**src/rtl/core/tmcsd_pkg.sv**
```systemverilog
// Shared constants, codes and types for the tile map cell stream decoder.
package tmcsd_pkg;

  // Default sizes handed to the top level parameters.
  localparam int MAX_SIDE_DEF   = 1024;
  localparam int TILE_BITS_DEF  = 24;
  localparam int LAYER_BITS_DEF = 8;
  localparam int QUEUE_DEPTH    = 4;

  // Fixed widths of the byte stream and the register port.
  localparam int BYTE_BITS        = 8;
  localparam int CFG_WIDTH        = 11;
  localparam int CFG_INDEX_BITS   = 2;
  localparam int LAYER_COUNT_BITS = 8;

  // Number system of the map body.
  localparam int DIGIT_BASE   = 253;
  localparam int DIGIT_OFFSET = 3;

  // Register indexes.
  localparam logic [CFG_INDEX_BITS-1:0] REG_MAP_WIDTH   = 2'd0;
  localparam logic [CFG_INDEX_BITS-1:0] REG_MAP_HEIGHT  = 2'd1;
  localparam logic [CFG_INDEX_BITS-1:0] REG_LAYER_COUNT = 2'd2;

  // Separator codes.
  localparam logic [1:0] SEP_MAP_END    = 2'd0;
  localparam logic [1:0] SEP_NEXT_ENTRY = 2'd1;
  localparam logic [1:0] SEP_CELL_END   = 2'd2;

  // One classified byte.
  typedef struct packed {
    logic                 is_digit;
    logic [BYTE_BITS-1:0] digit;
    logic [1:0]           sep;
  } token_t;

  // Status of the token queue seen by its neighbors.
  typedef struct packed {
    logic valid;
    logic full;
  } queue_status_t;

endpackage

```
**src/rtl/core/tmcsd_front.sv**
```systemverilog
// Front end: takes map body bytes and classifies them into digit or separator tokens.
module tmcsd_front
  import tmcsd_pkg::*;
(
  input  logic                 in_valid,
  input  logic [BYTE_BITS-1:0] in_byte,
  output logic                 in_ready,
  input  queue_status_t        q_status,
  output logic                 push,
  output token_t               push_token
);

  logic is_digit;

  // Bytes from the offset up are digits; the rest are separators.
  assign is_digit = (in_byte >= BYTE_BITS'(DIGIT_OFFSET));

  assign in_ready = !q_status.full;
  assign push     = in_valid && !q_status.full;

  always_comb begin
    push_token.is_digit = is_digit;
    push_token.digit    = is_digit ? (in_byte - BYTE_BITS'(DIGIT_OFFSET)) : '0;
    push_token.sep      = in_byte[1:0];
  end

endmodule

```
**src/rtl/core/tmcsd_queue.sv**
```systemverilog
// Short token queue between the classifying front end and the decoding back end.
module tmcsd_queue
  import tmcsd_pkg::*;
#(
  parameter int DEPTH = QUEUE_DEPTH
) (
  input  logic          clk,
  input  logic          rst,
  input  logic          push,
  input  token_t        push_token,
  input  logic          pop,
  output token_t        head_token,
  output queue_status_t status
);

  localparam int AW = (DEPTH > 1) ? $clog2(DEPTH) : 1;
  localparam int CW = $clog2(DEPTH + 1);

  token_t         slots [DEPTH];
  logic [AW-1:0]  wr_ptr;
  logic [AW-1:0]  rd_ptr;
  logic [CW-1:0]  count;
  logic           do_push;
  logic           do_pop;

  assign status.valid = (count != '0);
  assign status.full  = (count == CW'(DEPTH));
  assign do_push      = push && !status.full;
  assign do_pop       = pop && status.valid;
  assign head_token   = slots[rd_ptr];

  always_ff @(posedge clk) begin
    if (do_push) begin
      slots[wr_ptr] <= push_token;
    end
  end

  always_ff @(posedge clk) begin
    if (rst) begin
      wr_ptr <= '0;
      rd_ptr <= '0;
      count  <= '0;
    end else begin
      if (do_push) begin
        wr_ptr <= (wr_ptr == AW'(DEPTH - 1)) ? '0 : wr_ptr + 1'b1;
      end
      if (do_pop) begin
        rd_ptr <= (rd_ptr == AW'(DEPTH - 1)) ? '0 : rd_ptr + 1'b1;
      end
      if (do_push && !do_pop) begin
        count <= count + 1'b1;
      end else if (do_pop && !do_push) begin
        count <= count - 1'b1;
      end
    end
  end

endmodule

```
**src/rtl/core/tmcsd_back.sv**
```systemverilog
// Back end: accumulates numbers, walks the cell grid and registers entry and map end results.
module tmcsd_back
  import tmcsd_pkg::*;
#(
  parameter int MAX_SIDE   = MAX_SIDE_DEF,
  parameter int TILE_BITS  = TILE_BITS_DEF,
  parameter int LAYER_BITS = LAYER_BITS_DEF
) (
  input  logic                        clk,
  input  logic                        rst,
  input  token_t                      tok,
  input  queue_status_t               q_status,
  output logic                        pop,
  input  logic [$clog2(MAX_SIDE):0]   side_w,
  input  logic [$clog2(MAX_SIDE):0]   side_h,
  input  logic [LAYER_COUNT_BITS-1:0] layer_count,
  input  logic                        out_ready,
  output logic                        out_valid,
  output logic [$clog2(MAX_SIDE)-1:0] out_col,
  output logic [$clog2(MAX_SIDE)-1:0] out_row,
  output logic [LAYER_BITS-1:0]       out_layer,
  output logic [TILE_BITS-1:0]        out_tile,
  output logic                        out_solid,
  output logic                        out_has_entry,
  output logic                        out_map_done,
  output logic                        out_overflow,
  output logic                        out_bad_layer
);

  localparam int CW = $clog2(MAX_SIDE);
  localparam int PW = TILE_BITS + BYTE_BITS;
  localparam int MW = (TILE_BITS > LAYER_BITS) ? TILE_BITS : LAYER_BITS;
  localparam int LW = (LAYER_BITS > LAYER_COUNT_BITS) ? LAYER_BITS : LAYER_COUNT_BITS;

  localparam logic [1:0] PH_CELL  = 2'd0;
  localparam logic [1:0] PH_LAYER = 2'd1;
  localparam logic [1:0] PH_TILE  = 2'd2;
  localparam logic [1:0] PH_DONE  = 2'd3;

  logic [1:0]            phase;
  logic [1:0]            phase_next;
  logic [TILE_BITS-1:0]  acc;
  logic [TILE_BITS-1:0]  acc_next;
  logic [LAYER_BITS-1:0] held;
  logic [LAYER_BITS-1:0] held_next;
  logic                  ovf;
  logic                  ovf_next;
  logic [CW-1:0]         col;
  logic [CW-1:0]         col_next;
  logic [CW-1:0]         row;
  logic [CW-1:0]         row_next;

  logic                  fire;
  logic                  emit;
  logic                  emit_done;
  logic [PW-1:0]         prod;
  logic                  dig_sat;
  logic [TILE_BITS-1:0]  acc_dig;
  logic [MW-1:0]         acc_wide;
  logic [MW-1:0]         lmax_wide;
  logic                  layer_sat;
  logic [LAYER_BITS-1:0] layer_val;
  logic [CW:0]           row_inc;
  logic [CW:0]           col_inc;
  logic                  row_wrap;
  logic                  grid_end;
  logic                  cell_done;

  // A token is consumed whenever the result register is free or being drained.
  assign fire = q_status.valid && (!out_valid || out_ready);
  assign pop  = fire;

  // One digit step: multiply by the base and add, saturating at the tile width.
  assign prod    = PW'(acc) * PW'(DIGIT_BASE) + PW'(tok.digit);
  assign dig_sat = (prod[PW-1:TILE_BITS] != '0);
  assign acc_dig = dig_sat ? '1 : prod[TILE_BITS-1:0];

  // Layer number saturates at its own width when the separator arrives.
  assign acc_wide  = MW'(acc);
  assign lmax_wide = MW'({LAYER_BITS{1'b1}});
  assign layer_sat = (acc_wide > lmax_wide);
  assign layer_val = layer_sat ? '1 : LAYER_BITS'(acc_wide);

  // Row-inner, column-outer walk of the grid.
  assign row_inc   = {1'b0, row} + 1'b1;
  assign col_inc   = {1'b0, col} + 1'b1;
  assign row_wrap  = (row_inc >= side_h);
  assign grid_end  = row_wrap && (col_inc >= side_w);
  assign cell_done = (tok.sep == SEP_MAP_END) || grid_end;

  always_comb begin
    phase_next = phase;
    acc_next   = acc;
    held_next  = held;
    ovf_next   = ovf;
    col_next   = col;
    row_next   = row;
    emit       = 1'b0;
    emit_done  = 1'b0;
    if (fire) begin
      case (phase)
        PH_CELL: begin
          if (tok.is_digit) begin
            acc_next   = TILE_BITS'(tok.digit);
            held_next  = '0;
            ovf_next   = 1'b0;
            phase_next = PH_LAYER;
          end else begin
            if (tok.sep != SEP_MAP_END) begin
              row_next = row_wrap ? '0 : row_inc[CW-1:0];
              col_next = row_wrap ? col_inc[CW-1:0] : col;
            end
            if (cell_done) begin
              emit       = 1'b1;
              emit_done  = 1'b1;
              phase_next = PH_DONE;
            end
          end
        end
        PH_LAYER: begin
          if (tok.is_digit) begin
            acc_next = acc_dig;
            ovf_next = ovf || dig_sat;
          end else begin
            held_next  = layer_val;
            ovf_next   = ovf || layer_sat;
            acc_next   = '0;
            phase_next = PH_TILE;
          end
        end
        PH_TILE: begin
          if (tok.is_digit) begin
            acc_next = acc_dig;
            ovf_next = ovf || dig_sat;
          end else begin
            emit      = 1'b1;
            acc_next  = '0;
            held_next = '0;
            ovf_next  = 1'b0;
            if (tok.sep == SEP_NEXT_ENTRY) begin
              phase_next = PH_LAYER;
            end else begin
              if (tok.sep != SEP_MAP_END) begin
                row_next = row_wrap ? '0 : row_inc[CW-1:0];
                col_next = row_wrap ? col_inc[CW-1:0] : col;
              end
              emit_done  = cell_done;
              phase_next = cell_done ? PH_DONE : PH_CELL;
            end
          end
        end
        default: begin
          // Map finished: every further byte is dropped.
          phase_next = PH_DONE;
        end
      endcase
    end
  end

  always_ff @(posedge clk) begin
    if (rst) begin
      phase     <= PH_CELL;
      acc       <= '0;
      held      <= '0;
      ovf       <= 1'b0;
      col       <= '0;
      row       <= '0;
      out_valid <= 1'b0;
    end else begin
      phase <= phase_next;
      acc   <= acc_next;
      held  <= held_next;
      ovf   <= ovf_next;
      col   <= col_next;
      row   <= row_next;
      if (emit) begin
        out_valid <= 1'b1;
      end else if (out_ready) begin
        out_valid <= 1'b0;
      end
    end
  end

  // Result payload; a completion without an entry carries zeros.
  always_ff @(posedge clk) begin
    if (emit) begin
      out_has_entry <= (phase == PH_TILE);
      out_map_done  <= emit_done;
      if (phase == PH_TILE) begin
        out_col       <= col;
        out_row       <= row;
        out_layer     <= held;
        out_tile      <= acc;
        out_solid     <= (held == '0);
        out_overflow  <= ovf;
        out_bad_layer <= (LW'(held) > LW'(layer_count));
      end else begin
        out_col       <= '0;
        out_row       <= '0;
        out_layer     <= '0;
        out_tile      <= '0;
        out_solid     <= 1'b0;
        out_overflow  <= 1'b0;
        out_bad_layer <= 1'b0;
      end
    end
  end

endmodule

```
**src/rtl/core/tile_map_cell_stream_decoder_core.sv**
```systemverilog
// Top level of the tile map cell stream decoder: register port, front end, queue and back end.
//
//   Channel   Direction  Transfer when            Payload
//   s_axis    in         tvalid && tready         tdata: data_byte
//   m_axis    out        tvalid && tready         tdata: col, row, layer_number, tile_number,
//                                                        solid, overflow, bad_layer
//                                                 tuser: has_entry, map_done
//   cfg       in         cfg_wr_en                cfg_addr selects the register, cfg_wdata
//
// The block takes one byte per cycle while the queue has room. A byte goes through the
// classifier into a four-entry queue in the cycle it is accepted; the back end consumes
// one queued byte per cycle while the result register is free or draining, doing one
// multiply-by-253-and-add; a separator that finishes an entry lands in the result register.
// Reset (rst, synchronous, active high) empties the queue and the result register, sets the
// decoder to the start of cell (0,0) and loads map_width = 1, map_height = 1, layer_count = 0.
// A stall on m_axis holds the result register and fills the queue; s_axis tready drops only
// when the queue is full, so the input side keeps moving while a result waits.
module tile_map_cell_stream_decoder_core
  import tmcsd_pkg::*;
#(
  parameter int MAX_SIDE   = MAX_SIDE_DEF,
  parameter int TILE_BITS  = TILE_BITS_DEF,
  parameter int LAYER_BITS = LAYER_BITS_DEF,
  localparam int CW        = $clog2(MAX_SIDE),
  localparam int OUT_RAW   = 2 * CW + LAYER_BITS + TILE_BITS + 3,
  localparam int OUT_DW    = ((OUT_RAW + 7) / 8) * 8
) (
  input  logic                      clk,
  input  logic                      rst,
  // Input byte stream.
  input  logic                      s_axis_tvalid,
  output logic                      s_axis_tready,
  input  logic [BYTE_BITS-1:0]      s_axis_tdata,   // [7:0] data_byte
  // Result stream.
  output logic                      m_axis_tvalid,
  input  logic                      m_axis_tready,
  // From bit 0 up: col, row, layer_number, tile_number, solid, overflow, bad_layer, zero fill.
  output logic [OUT_DW-1:0]         m_axis_tdata,
  output logic [1:0]                m_axis_tuser,   // [0] has_entry, [1] map_done
  // Register write port.
  input  logic                      cfg_wr_en,
  input  logic [CFG_INDEX_BITS-1:0] cfg_addr,
  input  logic [CFG_WIDTH-1:0]      cfg_wdata
);

  // Width used to compare a written size against MAX_SIDE.
  localparam int SW = (CW + 1 > CFG_WIDTH) ? CW + 1 : CFG_WIDTH;

  logic [CW:0]                 side_w;
  logic [CW:0]                 side_h;
  logic [LAYER_COUNT_BITS-1:0] layer_count;
  logic [SW-1:0]               cfg_ext;
  logic [CW:0]                 cfg_side;

  token_t        push_token;
  token_t        head_token;
  logic          push;
  logic          pop;
  queue_status_t q_status;

  logic [CW-1:0]         out_col;
  logic [CW-1:0]         out_row;
  logic [LAYER_BITS-1:0] out_layer;
  logic [TILE_BITS-1:0]  out_tile;
  logic                  out_solid;
  logic                  out_has_entry;
  logic                  out_map_done;
  logic                  out_overflow;
  logic                  out_bad_layer;

  // Sizes are stored already clamped: zero counts as one, anything above MAX_SIDE as
  // MAX_SIDE. The grid walk then only compares against these registers.
  assign cfg_ext = SW'(cfg_wdata);

  always_comb begin
    if (cfg_ext == '0) begin
      cfg_side = (CW + 1)'(1);
    end else if (cfg_ext > SW'(MAX_SIDE)) begin
      cfg_side = (CW + 1)'(MAX_SIDE);
    end else begin
      cfg_side = cfg_ext[CW:0];
    end
  end

  always_ff @(posedge clk) begin
    if (rst) begin
      side_w      <= (CW + 1)'(1);
      side_h      <= (CW + 1)'(1);
      layer_count <= '0;
    end else if (cfg_wr_en) begin
      case (cfg_addr)
        REG_MAP_WIDTH:   side_w      <= cfg_side;
        REG_MAP_HEIGHT:  side_h      <= cfg_side;
        REG_LAYER_COUNT: layer_count <= cfg_wdata[LAYER_COUNT_BITS-1:0];
        default: begin
          // Unused index: the write is dropped.
        end
      endcase
    end
  end

  tmcsd_front u_front (
    .in_valid   (s_axis_tvalid),
    .in_byte    (s_axis_tdata),
    .in_ready   (s_axis_tready),
    .q_status   (q_status),
    .push       (push),
    .push_token (push_token)
  );

  tmcsd_queue #(
    .DEPTH (QUEUE_DEPTH)
  ) u_queue (
    .clk        (clk),
    .rst        (rst),
    .push       (push),
    .push_token (push_token),
    .pop        (pop),
    .head_token (head_token),
    .status     (q_status)
  );

  tmcsd_back #(
    .MAX_SIDE   (MAX_SIDE),
    .TILE_BITS  (TILE_BITS),
    .LAYER_BITS (LAYER_BITS)
  ) u_back (
    .clk           (clk),
    .rst           (rst),
    .tok           (head_token),
    .q_status      (q_status),
    .pop           (pop),
    .side_w        (side_w),
    .side_h        (side_h),
    .layer_count   (layer_count),
    .out_ready     (m_axis_tready),
    .out_valid     (m_axis_tvalid),
    .out_col       (out_col),
    .out_row       (out_row),
    .out_layer     (out_layer),
    .out_tile      (out_tile),
    .out_solid     (out_solid),
    .out_has_entry (out_has_entry),
    .out_map_done  (out_map_done),
    .out_overflow  (out_overflow),
    .out_bad_layer (out_bad_layer)
  );

  // Pack the result fields, first field in the lowest bits, zero fill at the top.
  assign m_axis_tdata = OUT_DW'({out_bad_layer, out_overflow, out_solid, out_tile,
                                 out_layer, out_row, out_col});
  assign m_axis_tuser = {out_map_done, out_has_entry};

endmodule

```
**config.mk**
```make
export PLATFORM = sky130hd
export DESIGN_NAME = tile_map_cell_stream_decoder_core
export DESIGN_NICKNAME = d
export VERILOG_FILES = /design/src/rtl/core/tmcsd_pkg.sv /design/src/rtl/core/tmcsd_front.sv /design/src/rtl/core/tmcsd_queue.sv /design/src/rtl/core/tmcsd_back.sv /design/src/rtl/core/tile_map_cell_stream_decoder_core.sv
export SDC_FILE = /design/constraint.sdc
export NUM_CORES = 1
export LEC_CHECK = 0
export ABC_AREA = 1
export BUFFER_PORTS_ARGS = -buffer_cell sky130_fd_sc_hd__buf_2
export CAP_MARGIN = 20
export CORE_MARGIN = 2
export CORE_UTILIZATION = 50
export CTS_CLUSTER_DIAMETER = 40
export CTS_CLUSTER_SIZE = 40
export DETAILED_ROUTE_END_ITERATION = 7
export PLACE_DENSITY = 0.68
export RECOVER_POWER = 50
export SYNTH_ARGS = -nofsm -noshare
export SYNTH_HDL_FRONTEND = slang
export SYNTH_SLANG_ARGS = --single-unit
```
**constraint.sdc**
```tcl
create_clock -name clk -period 7.71 [get_ports clk]
set_input_delay 0.771 -clock clk [delete_from_list [all_inputs] [get_ports clk]]
set_output_delay 0.771 -clock clk [all_outputs]
set_load 0.05 [all_outputs]
```
==> out/metrics.csv, run 1 <==
stage,metric,value,unit
setup_path,cp_common_cell,nand2_1,
placed_design,port_buffers,84,
floorplanning,die_y,174.1,µm
detailed_routing,drc,0,
clocking,post_cts_resized,0,
setup_path,cp_max_fo,24,
global_route,grt_pass1_wl,53.75,mm
logic_synthesis,synth_edf_count,101,
clocking,post_cts_buffers,0,
timing,worst_pin_slew,2701,ps
flow_run,max_cap_viol_count,3,
clocking,cts-root-buf,clkbuf_16,
placed_design,dp_cells,2174,
outcome,status,"finished, violations left",
logic_synthesis,synth.largest_area_cell,edfxtp_1,
logic_synthesis,synthTopCellsByCount,"inv_1 (409), nand2_1 (332), ha_1 (133)",
detailed_routing,routed_wirelength,32.26,mm
floorplanning,fp.coreArea,28630,µm²
finish,fill_cells,2621,
clocking,clock_latency,450,ps
outcome,violations,"capacitance limit, slew limit",
timing,hold_viol_final,0,
hold_path,hold_path.class,register to register,
logic_synthesis,synthXorXnorAreaFrac,0.02543,
logic_synthesis,synth_ff_type,edfxtp_1,
clocking,ctsLongestPathBuffers,2,
floorplanning,die_area,30300,µm²
setup_path,cp_slowest_cell,dfxtp_1,
logic_synthesis,synth_top_family_by_area,adder cells,
setup_path,worstPathRequired,7940,ps
detailed_routing,drt_iter0_drc,866,
floorplanning,chipWidth,174.1,µm
timing,rsz0062_at_grt,false,
global_route,grt_busiest_layer,met2,
placed_design,gp_congestion,0.8979,
logic_synthesis,synth_compound_area_frac,0.09724,
timing,fin_crit,5558,ps
logic_synthesis,synth_seq_cells,196,
global_route,use_met3,0.03412,
detailed_routing,post_drt_wl_per_cell,14.60,µm
setup_path,end_kind,register,
detailed_routing,dr.pass1.iters,5,
finish,area_delta_synth_final,8.946,%
setup_path,r2r_slack,2150,ps
logic_synthesis,postSynth.asyncResetShare,0,
timing,setup_viol,0,
setup_path,path_cells,inv_2 -> o21ai_0 -> o22ai_1 -> ha_1 -> fa_1 -> inv_1 -> fa_1 -> fa_1 -> inv_1 -> ha_1 -> or2_1 -> nand3_1 -> nand2_2 -> nand2_1 -> nand2_1 -> nand2_1 -> nand2_1 -> nand2_1 -> nand2_1 -> nor2_4 -> nand3_4 -> o21ai_1 -> a21oi_1,
logic_synthesis,synth-simple-area-share,0.1665,
finish,fin_cells,2209,
global_route,antenna_found_initial,0,
logic_synthesis,synth.avg_cell_area,8.317,µm²
clocking,cts_made_buffers,17,
detailed_routing,ant_nets,0,
global_route,grt.overflow.total,0,
detailed_routing,vias,11033,
timing,slew_headroom,-0.8005,
setup_path,crit_arrival,5790,ps
logic_synthesis,yosys_warnings,0,
setup_path,startpoint_type,register,
setup_path,cpLargestDelayFamily,adder cells,
clocking,cts_tree,done,
timing,whs,458.4,ps
floorplanning,num_rows,62,
global_route,grt_max_degree,59,
timing,fin_tns_setup,0,ps
timing,finClkSkew,15.88,ps
clocking,cts-htree-levels,4,
clocking,clk_pin_slew,80,ps
global_route,grtUsageMet1,0.3297,
floorplanning,start_util,0.5052,
floorplanning,pin_count,86,
logic_synthesis,synth.top_cell.area_share,0.2097,
clocking,numClockSinks,196,
global_route,grt_pass1_vias,10634,
logic_synthesis,synth_area,14460,µm²
placed_design,dp_hpwl,25.27,mm
timing,slew_violations,147,
finish,drive_above_1_share,0.06575,
setup_path,crit_type,register to register,
logic_synthesis,synthMuxAreaShare,0.0006921,
timing,fin_crit_sh,0.7209,
detailed_routing,vias_per_cell,4.995,
logic_synthesis,ys_seq_area_frac,0.3412,
global_route,grt_use_met2,0.3420,
logic_synthesis,synth_adder_area_share,0.2466,
global_route,grtUsageTotal,0.2204,
finish,n_antenna_cell,0,
logic_synthesis,ys_types,50,
setup_path,cpPeakStageDelay,770,ps
setup_path,critPathBufInv,3,
logic_synthesis,synth_cells,1739,
clocking,ctsHoldBuffers,0,
logic_synthesis,synth_area_leaders,"edfxtp_1 (21%), dfxtp_1 (13%), fa_1 (13%)",
logic_synthesis,synth_nets,1993,
logic_synthesis,synth_most_common_cell,inv_1,
timing,max_clock_freq,0.1799,GHz
finish,fin_nets,2066,
-- through the flow --
stage / worst slack, ps / instance area (µm²) / utilization
final: 2152 / 15760 / 0.5504
after floorplan: 2304 / 14460 / -
after detailed placement: 2247 / 15210 / 0.5315
after global routing: 1653 / 15760 / 0.5504
after CTS: 2227 / 15820 / 0.5528
after global placement: 2373 / 15210 / 0.5315
-- layout by cell type, fill, tap and decap left out, drive strengths merged, types with 2 or more instances in the layout --
cell | netlist | layout
xor2 | 28 | 28
a211oi | 14 | 14
a31oi | 9 | 9
fa | 95 | 95
a21oi | 115 | 115
inv | 414 | 420
nand2 | 351 | 351
dfxtp | 95 | 95
nor2 | 129 | 129
clkinv | 1 | 10
edfxtp | 101 | 101
or2 | 5 | 5
xnor2 | 14 | 14
nand3 | 38 | 38
o21bai | 2 | 2
ha | 133 | 133
nor4 | 3 | 3
buf | 21 | 29
nand4 | 19 | 19
nand3b | 2 | 2
o22ai | 9 | 9
nor3 | 10 | 10
o21ai | 102 | 102
clkbuf | 18 | 81
-- logic make-up after synthesis --
logic type | Yosys count
multiplexers | 1
XOR/XNOR | 42
adder cells (fa/ha/maj) | 228
other | 1
AO/OA/AOI/OAI | 257
flip-flops | 196
buffers and inverters | 454
AND/OR/NAND/NOR | 560
-- sequential cells by signal, indices dropped and copies added (netlist names), 2 cells and up, named ones only --
name	cells
side_w	11
u_back.row	10
u_back.out_layer	8
u_queue.slots	44
u_back.out_row	10
u_queue.rd_ptr	2
u_back.out_tile	24
u_queue.count	3
u_queue.wr_ptr	2
u_back.out_col	10
u_back.acc	24
u_back.held	8
side_h	11
u_back.phase	2
layer_count	8
u_back.col	10
-- path summary, 6_finish.rpt --
kind,from,to,depth (start not counted)
setup / recovery,register,u_back.acc[10],23
hold / removal,layer_count[0],layer_count[0],2
setup reg to reg,register,u_back.acc[10],23
hold reg to reg,layer_count[0],layer_count[0],2
-- tightest hold or removal path: cells and delay by family (launching register included) --
family,cells,cell delay (ps)
AOI/OAI and AO/OA,1,50
DFF,1,320
buffers and inverters,1,50
-- routing by layer --
metal	wire, µm	vias up
met5	0	-
met4	357	0
met3	1773	21
met2	14310	287
met1	15810	5138
li1	-	5587
-- final cells by class --
cell class	count	area, µm²	share of cell area
well taps	384	480.5	0.03049
inverters	415	1558	0.09886
clock buffers	17	425.4	0.02700
clock inverters	15	183.9	0.01167
flip-flops and latches	196	4935	0.3132
repair buffers	93	400.4	0.02541
multi-input cells	1089	7774	0.4934
Power of run 1 is not shown: default switching activity piles up to over one toggle a cycle in this logic, so the estimate is an artifact.
==> inputs of run 2 (changes only) <==
Clock period 7.71 ns to 5.8 ns, I/O delays scaled along.
==> out/metrics.csv, run 2 (same netlist as run 1, synthesis figures left out) <==
stage,metric,value,unit,change
detailed_routing,post_drt_wl_per_cell,14.73,µm,+0.90%
timing,setup_viol,0,,unchanged
clocking,clock_latency,440,ps,about the same
detailed_routing,drt_iter0_drc,831,,-4.0%
placed_design,port_buffers,84,,unchanged
clocking,cts-root-buf,clkbuf_16,,
setup_path,worstPathRequired,6090,ps,-1850 ps
finish,layout_common_cells,"inv_1 (409), nand2_1 (332), ha_1 (133), a21oi_1 (114), nor2_1 (113)",,
clocking,post_cts_resized,0,,unchanged
setup_path,crit_arrival,5690,ps,-100 ps
finish,fin_cells,2217,,+0.36%
clocking,cts-htree-levels,4,,unchanged
floorplanning,die_y,174.1,µm,unchanged
clocking,ctsLongestPathBuffers,2,,unchanged
floorplanning,pin_count,86,,unchanged
detailed_routing,vias,11128,,+0.86%
flow_run,max_cap_viol_count,1,,-2
timing,fin_crit_sh,0.9319,,+0.2110
detailed_routing,drc,0,,unchanged
floorplanning,die_area,30300,µm²,unchanged
clocking,ctsHoldBuffers,0,,unchanged
placed_design,placed_area,15270,µm²,+0.35%
clocking,post_cts_buffers,0,,unchanged
global_route,grt_pass1_vias,10835,,+1.9%
setup_path,cp_max_fo,24,,unchanged
global_route,grtUsageTotal,0.2207,,+0.0003102
hold_path,hold_path.class,primary input to register,,
timing,finClkSkew,12.58,ps,-3.298 ps
detailed_routing,routed_wirelength,32.66,mm,+1.3%
finish,drive_above_1_share,0.06656,,+0.0008041
timing,rsz0062_at_grt,false,,
global_route,antenna_found_initial,0,,unchanged
global_route,grt.overflow.total,0,,unchanged
finish,fin_nets,2074,,+0.39%
detailed_routing,vias_per_cell,5.019,,+0.50%
finish,design_area,15790,µm²,+0.22%
timing,hold_viol_final,0,,unchanged
floorplanning,fp.coreArea,28630,µm²,unchanged
timing,max_clock_freq,0.1850,GHz,+2.8%
placed_design,dp_cells,2181,,+0.32%
placed_design,gp_congestion,0.9065,,+0.96%
clocking,cts_tree,done,,
floorplanning,start_util,0.5052,,unchanged
floorplanning,chipWidth,174.1,µm,unchanged
finish,area_delta_synth_final,9.188,%,
setup_path,crit_type,register to register,,
finish,fill_cells,2682,,+2.3%
finish,largest_reg_flops,44,,unchanged
global_route,grt_max_degree,59,,unchanged
detailed_routing,dr.pass1.iters,5,,unchanged
timing,fin_crit,5405,ps,-153.0 ps
timing,worst_pin_slew,2633,ps,-68.21 ps
timing,slew_violations,59,,-60%
placed_design,dp_hpwl,25.78,mm,+2.0%
finish,utilization,0.5517,,+0.001224
outcome,status,"finished, violations left",,
outcome,violations,"capacitance limit, slew limit",,
floorplanning,num_rows,62,,unchanged
finish,top_register,u_queue.slots,,
clocking,numClockSinks,196,,unchanged
clocking,clk_pin_slew,80,ps,about the same
timing,slew_headroom,-0.7551,,+0.04547
finish,n_antenna_cell,0,,unchanged
setup_path,startpoint_type,register,,
global_route,grt_pass1_wl,53.76,mm,about the same
timing,fin_tns_setup,0,ps,unchanged
finish,final_common_cell,inv_1,,
clocking,cts_made_buffers,17,,unchanged
detailed_routing,ant_nets,0,,unchanged
finish,reg_top3,"u_queue.slots x44, u_back.acc x24, u_back.out_tile x24",,
setup_path,end_kind,register,,
==> run 2: cell types whose count changed in the layout (fill, tap and decap cells not counted), sizes merged <==
cell and delta:
buf +3, clkbuf +5, clkinv -5, inv +5
==> run 2: per-stage QoR <==
stage	worst slack, ps	hold slack, ps
2_1_floorplan	394.4	428.2
3_5_place_dp	438.4	443.7
3_3_place_gp	489.8	445.1
6_report	395.1	440.2
4_1_cts	399.6	398.6
5_1_grt	41.65	454.7
==> run 2: per-layer routing <==
layer	wire length [µm]	global-route usage
met1	15980	0.3218
met3	1749	0.03325
met4	476	0.05147
met2	14460	0.3474
met5	0	0
==> run 2: critical path: stages, from the launching register on <==
cell and delay [ps]:
dfxtp_1 420, inv_1 370, o21ai_0 150, o22ai_1 320, ha_1 340, fa_1 480
fa_1 510, inv_1 70, fa_1 540, inv_1 50, ha_1 360, nand2_1 130
inv_1 50, nand2_1 80, nand2_1 60, nand2_1 50, nand3_1 160, nand2_1 130
nand3_1 70, nand2_1 60, nand2_1 60, nor2_2 170, nand3_4 300, o21ai_1 250
a21oi_1 80
==> run 2: cell type report <==
cell class,count,area [µm²],share of cell area
clock buffers,17,425.4,0.02694
clock inverters,15,171.4,0.01085
inverters,415,1558,0.09864
multi-input cells,1089,7767,0.4919
flip-flops and latches,196,4935,0.3125
well taps,384,480.5,0.03043
repair buffers,101,454.2,0.02876
==> run 2: worst paths after layout <==
check            startpoint          endpoint  slack [ps]  cells past startpoint
max                register     u_back.acc[8]         400                     24
min           m_axis_tready  u_back.out_valid         440                      4
max reg2reg        register     u_back.acc[8]         400                     24
min reg2reg  layer_count[0]    layer_count[0]         460                      2
Power of run 2 is left out for the same reason.
==> inputs of run 3 (changes only) <==
Settings changed: CELL_PAD_IN_SITES_DETAIL_PLACEMENT set to 0, CELL_PAD_IN_SITES_GLOBAL_PLACEMENT set to 1, CORE_UTILIZATION 50 to 47, PLACE_DENSITY 0.68 to not set, PLACE_DENSITY_LB_ADDON set to 0.1.
==> out/metrics.csv, run 3 (same netlist as run 1, synthesis figures left out) <==
stage,metric,value,unit,change
detailed_routing,vias,10916,,-1.9%
timing,hold_viol_final,0,,unchanged
floorplanning,chipWidth,179.4,µm,+3.1%
outcome,status,"finished, violations left",,
clocking,numClockSinks,196,,unchanged
clocking,clk_pin_slew,80,ps,about the same
finish,layout_common_cells,"inv_1 (409), nand2_1 (332), ha_1 (133), a21oi_1 (114), nor2_1 (113)",,
timing,fin_tns_setup,0,ps,unchanged
floorplanning,die_y,179.4,µm,+3.1%
detailed_routing,routed_wirelength,34.43,mm,+5.4%
finish,largest_reg_flops,44,,unchanged
finish,top_register,u_queue.slots,,
clocking,ctsLongestPathBuffers,2,,unchanged
global_route,grt_pass1_vias,10570,,-2.4%
global_route,grtUsageTotal,0.2201,,-0.0005388
setup_path,startpoint_type,register,,
finish,fill_cells,3035,,+13%
setup_path,cp_common_cell,nand2_1,,
flow_run,max_cap_viol_count,2,,+1
finish,final_common_cell,inv_1,,
timing,setup_viol,0,,unchanged
clocking,post_cts_resized,0,,unchanged
timing,whs,436.4,ps,-3.799 ps
clocking,cts_made_buffers,17,,unchanged
clocking,ctsHoldBuffers,0,,unchanged
setup_path,cpLargestDelayFamily,adder cells,,
placed_design,gp_congestion,0.8267,,-8.8%
placed_design,port_buffers,84,,unchanged
clocking,cts-htree-levels,4,,unchanged
timing,rsz0062_at_grt,false,,
finish,fin_nets,2073,,-0.048%
timing,fin_crit_sh,0.9256,,-0.006263
global_route,grt_max_degree,51,,-14%
timing,slew_headroom,-0.4405,,+0.3146
timing,fin_crit,5369,ps,-36.32 ps
floorplanning,num_rows,64,,+3.2%
floorplanning,start_util,0.4753,,-0.02996
detailed_routing,drt_iter0_drc,754,,-9.3%
finish,n_antenna_cell,0,,unchanged
placed_design,dp_hpwl,27.38,mm,+6.2%
finish,area_delta_synth_final,9.136,%,about the same
setup_path,cp_slowest_cell,dfxtp_1,,
detailed_routing,ant_nets,0,,unchanged
detailed_routing,post_drt_wl_per_cell,15.45,µm,+4.9%
setup_path,cp_max_fo,24,,unchanged
timing,max_clock_freq,0.1863,GHz,+0.68%
floorplanning,fp.coreArea,30430,µm²,+6.3%
finish,reg_top3,"u_queue.slots x44, u_back.acc x24, u_back.out_tile x24",,
global_route,antenna_found_initial,0,,unchanged
timing,slew_violations,90,,+53%
clocking,cts-root-buf,clkbuf_16,,
setup_path,end_kind,register,,
hold_path,hold_path.class,primary input to register,,
setup_path,crit_type,register to register,,
detailed_routing,vias_per_cell,4.899,,-2.4%
floorplanning,die_area,32190,µm²,+6.2%
setup_path,crit_arrival,5650,ps,-40 ps
setup_path,path_cells,buf_4 -> o21ai_0 -> o22ai_1 -> ha_1 -> fa_1 -> inv_1 -> fa_1 -> fa_1 -> inv_1 -> ha_1 -> or2_1 -> nand3_1 -> nand2_2 -> nand2_1 -> nand2_1 -> nand2_1 -> nand2_1 -> nand2_1 -> nand2_1 -> nor2_4 -> nand3_4 -> o21ai_1 -> a21oi_1,,
global_route,grt.overflow.total,0,,unchanged
setup_path,rr_worst_depth,23,,-4.2%
outcome,violations,"capacitance limit, slew limit",,
detailed_routing,drc,0,,unchanged
hold_path,hold_depth,4,,unchanged
global_route,grt_pass1_wl,56.41,mm,+4.9%
detailed_routing,dr.pass1.iters,7,,+2
setup_path,critical_path_depth,23,,-4.2%
setup_path,critPathBufInv,3,,-1
setup_path,cpPeakStageDelay,590,ps,+50 ps
timing,finClkSkew,13.61,ps,+1.034 ps
clocking,post_cts_buffers,0,,unchanged
finish,drive_above_1_share,0.06605,,-0.0005095
clocking,cts_tree,done,,
floorplanning,pin_count,86,,unchanged
timing,worst_pin_slew,2161,ps,-471.9 ps
clocking,clock_latency,440,ps,about the same
setup_path,worstPathRequired,6080,ps,about the same
[run 3: changes by cell type in the layout (fill, tap and decap cells not counted), sizes merged]
| cell | previous run | this run |
|---|---|---|
| buf | 32 | 35 |
| clkbuf | 86 | 83 |
| inv | 425 | 418 |
| bufinv | 0 | 2 |
| clkinvlp | 0 | 3 |
| clkinv | 5 | 6 |
[run 3: layout make-up]
type / instances / area (µm²) / area share
well taps: 396 / 495.5 / 0.03139
inverters: 415 / 1558 / 0.09869
clock buffers: 18 / 429.2 / 0.02719
repair buffers: 100 / 451.7 / 0.02862
multi-input cells: 1089 / 7762 / 0.4918
flip-flops and latches: 196 / 4935 / 0.3126
clock inverters: 14 / 152.6 / 0.009671
[run 3: stage by stage]
stage | cell area [µm²] | worst slack [ps] | std cells | util
CTS | 15890 | 428.4 | 2228 | 0.5221
detailed placement | 15300 | 450.0 | 2196 | 0.5030
global placement | 15300 | 531.2 | 2195 | 0.5027
finish | 15780 | 431.4 | 2228 | 0.5187
floorplan | 14460 | 394.4 | 1739 | -
global route | 15780 | 72.09 | 2228 | 0.5187
[run 3: path summary, 6_finish.rpt]
| path | from | to | slack, ps |
|---|---|---|---|
| max | register | u_back.acc[21] | 430 |
| min | m_axis_tready | u_back.out_valid | 440 |
| max reg2reg | register | u_back.acc[21] | 430 |
| min reg2reg | layer_count[0] | layer_count[0] | 460 |
[run 3: metal layers]
layer,part of all wire,track usage,vias up
met4,0.0058,0.03220,0
li1,-,-,5603
met5,0,0,-
met2,0.42,0.3264,193
met3,0.042,0.03444,14
met1,0.53,0.3448,5106
[run 3: worst reg2reg max path: stages (launching register included)]
cell	delay [ps]
dfxtp_1	590
buf_4	260
o21ai_0	110
o22ai_1	300
ha_1	310
fa_1	510
inv_1	50
fa_1	460
fa_1	550
inv_1	40
ha_1	350
or2_1	270
nand3_1	110
nand2_2	100
nand2_1	70
nand2_1	100
nand2_1	90
nand2_1	50
nand2_1	50
nand2_1	80
nor2_4	120
nand3_4	300
o21ai_1	260
a21oi_1	90
Power of run 3 is left out for the same reason.
